$ cat src/rtl/stc_pkg.sv
`timescale 1ns / 1ps

package stc_pkg;

   // Table size and the intensity bits taken from each sample.
   localparam int TABLE_DEPTH = 1024;
   localparam int SAMPLE_BITS = 16;
   localparam int ADDR_W      = (TABLE_DEPTH > 1) ? $clog2(TABLE_DEPTH) : 1;

   // Field widths of the channel words.
   localparam int WAVE_W   = 10;
   localparam int VALUE_W  = 16;
   localparam int LEVEL_W  = (SAMPLE_BITS < VALUE_W) ? SAMPLE_BITS : VALUE_W;
   localparam logic [VALUE_W-1:0] LEVEL_MASK = VALUE_W'((64'd1 << LEVEL_W) - 64'd1);

   // Table entry: valid mark above the three matching values.
   localparam int ENTRY_W = 3 * VALUE_W + 1;

   // Accumulator, total and quotient widths.
   localparam int PROD_W  = 2 * VALUE_W;
   localparam int ACC_W   = 48;
   localparam int TOTAL_W = ACC_W + 2;
   localparam int QUO_W   = 17;
   localparam int DIV_STEPS = QUO_W;
   localparam int STEP_W  = $clog2(DIV_STEPS);

   // Item kinds carried by the mode field.
   localparam logic MODE_LOAD   = 1'b0;
   localparam logic MODE_SAMPLE = 1'b1;

   typedef struct packed {
      logic                mode;
      logic [WAVE_W-1:0]   wavelength;
      logic [VALUE_W-1:0]  intensity;
      logic [VALUE_W-1:0]  match_x;
      logic [VALUE_W-1:0]  match_y;
      logic [VALUE_W-1:0]  match_z;
      logic                last_sample;
   } stc_req_type;

   typedef struct packed {
      logic [VALUE_W-1:0]  chroma_x;
      logic [VALUE_W-1:0]  chroma_y;
      logic                zero_sum;
   } stc_rsp_type;

   typedef enum logic [2:0] {
      ST_CLEAR,
      ST_IDLE,
      ST_LOOKUP,
      ST_ACCUM,
      ST_TOTAL,
      ST_DIVIDE,
      ST_DONE
   } stc_state_type;

   // Commands from the controller to the datapath.
   typedef struct packed {
      logic              clear_wr;
      logic [ADDR_W-1:0] clear_addr;
      logic              load_wr;
      logic              sample_rd;
      logic              do_lookup;
      logic              do_accum;
      logic              do_total;
      logic              div_step;
      logic              div_first;
      logic              out_load;
   } stc_cmd_type;

   // Status from the datapath to the controller.
   typedef struct packed {
      logic last;
      logic out_free;
   } stc_status_type;

endpackage

$ cat src/rtl/stc_ctrl.sv
`timescale 1ns / 1ps

module stc_ctrl
   import stc_pkg::*;
(
   input  logic           clock,
   input  logic           reset,
   input  logic           req_valid,
   input  logic           req_mode,
   output logic           req_stall,
   input  stc_status_type status,
   output stc_cmd_type    cmd
);

   stc_state_type      state_ff, state_in;
   logic [ADDR_W-1:0]  clr_cnt_ff, clr_cnt_in;
   logic [STEP_W-1:0]  step_ff, step_in;

   // State, clearing counter and divide step counter.
   always_ff @(posedge clock) begin
      if (reset) begin
         state_ff   <= ST_CLEAR;
         clr_cnt_ff <= '0;
         step_ff    <= '0;
      end else begin
         state_ff   <= state_in;
         clr_cnt_ff <= clr_cnt_in;
         step_ff    <= step_in;
      end
   end

   // Next state and commands.
   always_comb begin
      state_in       = state_ff;
      clr_cnt_in     = clr_cnt_ff;
      step_in        = step_ff;
      cmd            = '0;
      cmd.clear_addr = clr_cnt_ff;
      req_stall      = 1'b1;

      unique case (state_ff)
         ST_CLEAR: begin
            // One table entry is invalidated per cycle after reset.
            cmd.clear_wr = 1'b1;
            if (clr_cnt_ff == ADDR_W'(TABLE_DEPTH - 1)) begin
               state_in = ST_IDLE;
            end else begin
               clr_cnt_in = clr_cnt_ff + ADDR_W'(1);
            end
         end
         ST_IDLE, ST_ACCUM: begin
            // The accumulate of the previous sample overlaps the next accept,
            // unless that sample closes a spectrum.
            if (state_ff == ST_ACCUM) begin
               cmd.do_accum = 1'b1;
            end
            if (state_ff == ST_ACCUM && status.last) begin
               state_in = ST_TOTAL;
            end else begin
               req_stall = 1'b0;
               state_in  = ST_IDLE;
               if (req_valid) begin
                  if (req_mode == MODE_LOAD) begin
                     cmd.load_wr = 1'b1;
                  end else begin
                     cmd.sample_rd = 1'b1;
                     state_in      = ST_LOOKUP;
                  end
               end
            end
         end
         ST_LOOKUP: begin
            cmd.do_lookup = 1'b1;
            state_in      = ST_ACCUM;
         end
         ST_TOTAL: begin
            cmd.do_total = 1'b1;
            step_in      = '0;
            state_in     = ST_DIVIDE;
         end
         ST_DIVIDE: begin
            cmd.div_step  = 1'b1;
            cmd.div_first = (step_ff == '0);
            if (step_ff == STEP_W'(DIV_STEPS - 1)) begin
               state_in = ST_DONE;
            end else begin
               step_in = step_ff + STEP_W'(1);
            end
         end
         ST_DONE: begin
            // Wait for room in the output register.
            if (status.out_free) begin
               cmd.out_load = 1'b1;
               state_in     = ST_IDLE;
            end
         end
         default: begin
            state_in = ST_IDLE;
         end
      endcase
   end

endmodule

$ cat config.mk
export PLATFORM = sky130hd
export DESIGN_NAME = stc_ctrl
export DESIGN_NICKNAME = d
export VERILOG_FILES = /design/src/rtl/stc_pkg.sv /design/src/rtl/stc_ctrl.sv
export SDC_FILE = /design/constraint.sdc
export NUM_CORES = 1
export LEC_CHECK = 0
export BUFFER_PORTS_ARGS = -buffer_cell sky130_fd_sc_hd__buf_4
export CORE_MARGIN = 2
export CORE_UTILIZATION = 46
export CTS_CLUSTER_SIZE = 28
export DETAILED_ROUTE_END_ITERATION = 8
export PLACE_DENSITY = 0.7
export SYNTH_ARGS = -nofsm -noshare
export SYNTH_HDL_FRONTEND = slang
export SYNTH_SLANG_ARGS = --single-unit
$ cat constraint.sdc
create_clock -name clock -period 1.53 [get_ports clock]
set_input_delay 0.0765 -clock clock [delete_from_list [all_inputs] [get_ports clock]]
set_output_delay 0.0765 -clock clock [all_outputs]
set_load 0.005 [all_outputs]
==> flow_summary.json <==
{
  "dp_slack_ns": 0.0478,
  "io_buffer_count": 25,
  "seq_area_um2": 377,
  "overflow": 0,
  "fin_area_mm2": 0.00153,
  "drive_gt1_frac": 0.453,
  "numCtsBuffers": 3,
  "postCtsHoldBufs": 0,
  "relSlewSlack": 0.777,
  "finalHoldViolCount": 0,
  "gp_congestion": 0.844,
  "core_mm2": 0.00217,
  "worstPathCellList": "buf_6, and2b_2, and2_4, and4b_1, buf_4",
  "worst_clock_skew_ns": 0.00387,
  "final.setup.worst_slack_ns": 0.0102,
  "syn_area_mm2": 0.00104,
  "cts-root-buf": "clkbuf_4",
  "ioPinCount": 26,
  "grt_first_pass_wirelength_mm": 4.35,
  "syn_avg_cell_area_um2": 8.31,
  "nFillCells": 179,
  "synth_warnings": 0,
  "n_antenna_cell": 0,
  "cts.sinks": 18,
  "wl_met3_um": 118,
  "clk_pin_slew_worst_paths_ns": 0.10,
  "fmax_ghz": 0.658,
  "antenna_found_initial": 0,
  "synth_top_family_by_area": "simple AND/OR/NAND/NOR gates",
  "yosysSeqAreaShare": 0.347,
  "dieArea_mm2": 0.00265,
  "status": "complete, no violations",
  "finalCritPeriodShare": 0.993,
  "wirelength_mm": 2.78,
  "multi_input_area_um2": 682,
  "required_ns": 1.45,
  "clockBufferDepth": 2,
  "synth_cells": 125,
  "synth_area_leader_cell": "dfxtp_1",
  "die_width_um": 51.5,
  "hold_path.startpoint": "reset",
  "max_cap_viol_count": 0,
  "reg2reg_to": "clr_cnt_ff[9]$_SDFFE_PP0P_",
  "synth_fa_ha_area_frac": 0.0361,
  "critical_path.slowest_cell": "dfxtp_4",
  "rr_worst_depth": 6,
  "crit_type": "reg -> out",
  "peakVddDrop_mv": 0.477,
  "endpoint_kind": "output pin",
  "cpPeakStageDelay_ns": 0.37,
  "h-tree-depth": 1,
  "ys.flop_type": "dfxtp_1",
  "synthXorXnorAreaFrac": 0.0337,
  "place_area_mm2": 0.00135,
  "synth_compound_area_frac": 0.153,
  "crit_arrival_ns": 1.44,
  "grt_pass1_vias": 1025,
  "fin_crit_ns": 1.52,
  "critPathMaxFanout": 6,
  "worst_setup_path_start_kind": "flop",
  "grt_start_max_net_pins": 20,
  "dp.final_hpwl_mm": 1.83,
  "powerDensity_mw_per_mm2": 684,
  "num_vias": 1080,
  "r2r_setup_slack_ns": 0.01,
  "hold_end": "clr_cnt_ff[9]$_SDFFE_PP0P_",
  "initial_core_util": 0.479,
  "wl_met2_mm": 1.40,
  "area_delta_synth_final_pct": 47.6,
  "whs_path_depth": 2,
  "synth-async-reset-ratio": 0,
  "ys_types": 41,
  "slew_violations": 0,
  "first_iter_violations": 24,
  "dr.pass1.iters": 4,
  "r2r-start": "state_ff[1]$_SDFFE_PP0P_",
  "syn_nets": 134,
  "postRouteAntennaNets": 0,
  "clock_latency_ns": 0.29,
  "die_h_um": 51.5,
  "top_layer": "met4",
  "yosysTopAreaCellShare": 0.347,
  "remaining_drc_errors": 0,
  "wl_met1_mm": 1.23,
  "final_nets": 183,
  "viasPerCell": 5.40,
  "synth_edf_count": 0,
  "power.leakage_nw": 0.643,
  "fp-row-count": 17,
  "grt_setup_unrepaired": "yes",
  "synth.area.top_cells": "dfxtp_1 35%, a21oi_1 5.3%, nand2_1 4.3%",
  "post_drt_wl_per_cell_um": 13.9,
  "final_core_util": 0.706,
  "synth-seq-cells": 18,
  "cts_tree": "done",
  "synthMuxAreaShare": 0.0301,
  "track_usage": 0.215,
  "holdCritPathClass": "in -> reg",
  "setup_viol": 0,
  "synth-simple-area-share": 0.352,
  "tightest_slew_ns": 0.334
}
==> synth_stat cells (2+ instances only) <==
cell / number
a21oi_1: 11
and2_1: 4
clkbuf_1: 2
dfxtp_1: 18
ha_1: 3
inv_1: 6
mux2i_1: 2
nand2_1: 12
nand3_1: 4
nand4_1: 4
nor2_1: 11
nor2b_1: 3
nor3_1: 3
nor3b_1: 2
o211ai_1: 2
o21ai_0: 8
or3_1: 4
xor2_1: 3
==> per-layer routing <==
metal / vias to the layer above / GRT usage
li1: 541 / -
met2: 29 / 0.382
met3: 4 / 0.0374
met1: 506 / 0.264
met5: - / 0
met4: 0 / 0.0658
==> registers in the layout (all words and copies together) (netlist names) <==
| name | flops |
|---|---|
| clr_cnt_ff | 10 |
| state_ff | 3 |
| step_ff | 5 |
==> stage by stage <==
stage	total power [mW]	instances	setup TNS (ns)	hold slack, ns
final	1.05	200	0	0.0727
after global routing	1.11	200	-0.253	0.0915
after CTS	1.00	195	-0.0490	0.0602
after detailed placement	0.765	189	0	0.359
after global placement	0.758	189	0	0.368
after floorplan	0.638	125	0	0.186
==> critical path: cells and delay by family (launching register included) <==
kind / cells / cell delay [ns]
buf+inv: 2 / 0.24
simple gates: 3 / 0.55
flops: 1 / 0.37
==> logic make-up (layout without fill, tap and decap cells) <==
family	after synthesis	after routing
simple gates	60	60
compound gates	26	26
flops	18	18
buf+inv	11	58
xor+xnor	4	4
fa+ha+maj	3	3
mux	3	3
==> repair_timing <==
item	CTS	global route
setup endpoints to repair	6	13
gates resized for setup	13	19
hold endpoints to repair	0	0
pin swaps	3	10
setup buffers	3	5
==> report_power, final <==
group	switching, mW	total, mW	internal [mW]
combinational	0.126	0.290	0.164
sequential	0.0253	0.520	0.494
clock	0.147	0.239	0.0916
total	0.299	1.05	0.750
==> how the worst max path moves through the flow <==
stage                                    start                          to  slack, ns
finish                state_ff[1]$_SDFFE_PP0P_                      cmd[1]       0.01
global route        clr_cnt_ff[0]$_SDFFE_PP0P_  clr_cnt_ff[8]$_SDFFE_PP0P_      -0.07
CTS                   state_ff[2]$_SDFFE_PP0P_  clr_cnt_ff[3]$_SDFFE_PP0P_      -0.03
detailed placement  clr_cnt_ff[7]$_SDFFE_PP0P_  clr_cnt_ff[7]$_SDFFE_PP0P_       0.05
global placement      state_ff[0]$_SDFFE_PP0P_  clr_cnt_ff[7]$_SDFFE_PP0P_       0.11
floorplan             state_ff[1]$_SDFFE_PP0P_  clr_cnt_ff[7]$_SDFFE_PP0P_       0.02
==> cell type report <==
| type | instances | share of cell area |
|---|---|---|
| repair buffers | 49 | 0.257 |
| inverters | 6 | 0.0147 |
| multi-input cells | 96 | 0.445 |
| clock buffers | 3 | 0.0147 |
| flip-flops and latches | 18 | 0.246 |
| well taps | 28 | 0.0229 |
==> cells in the final DEF (no fill, tap or decap), types with 2 or more instances in the layout <==
master    instances
a21oi_1          10
and2_1            3
buf_4            42
buf_6             7
clkbuf_4          3
dfxtp_1          11
dfxtp_2           4
dfxtp_4           3
ha_1              2
inv_1             6
mux2i_1           2
nand2_1          11
nand3_1           3
nand4_1           4
nor2_1           10
nor2b_1           2
nor3_1            3
o211ai_1          2
o21ai_0           8
or3_1             3
xor2_1            3
(Power assumes the default switching activity.)
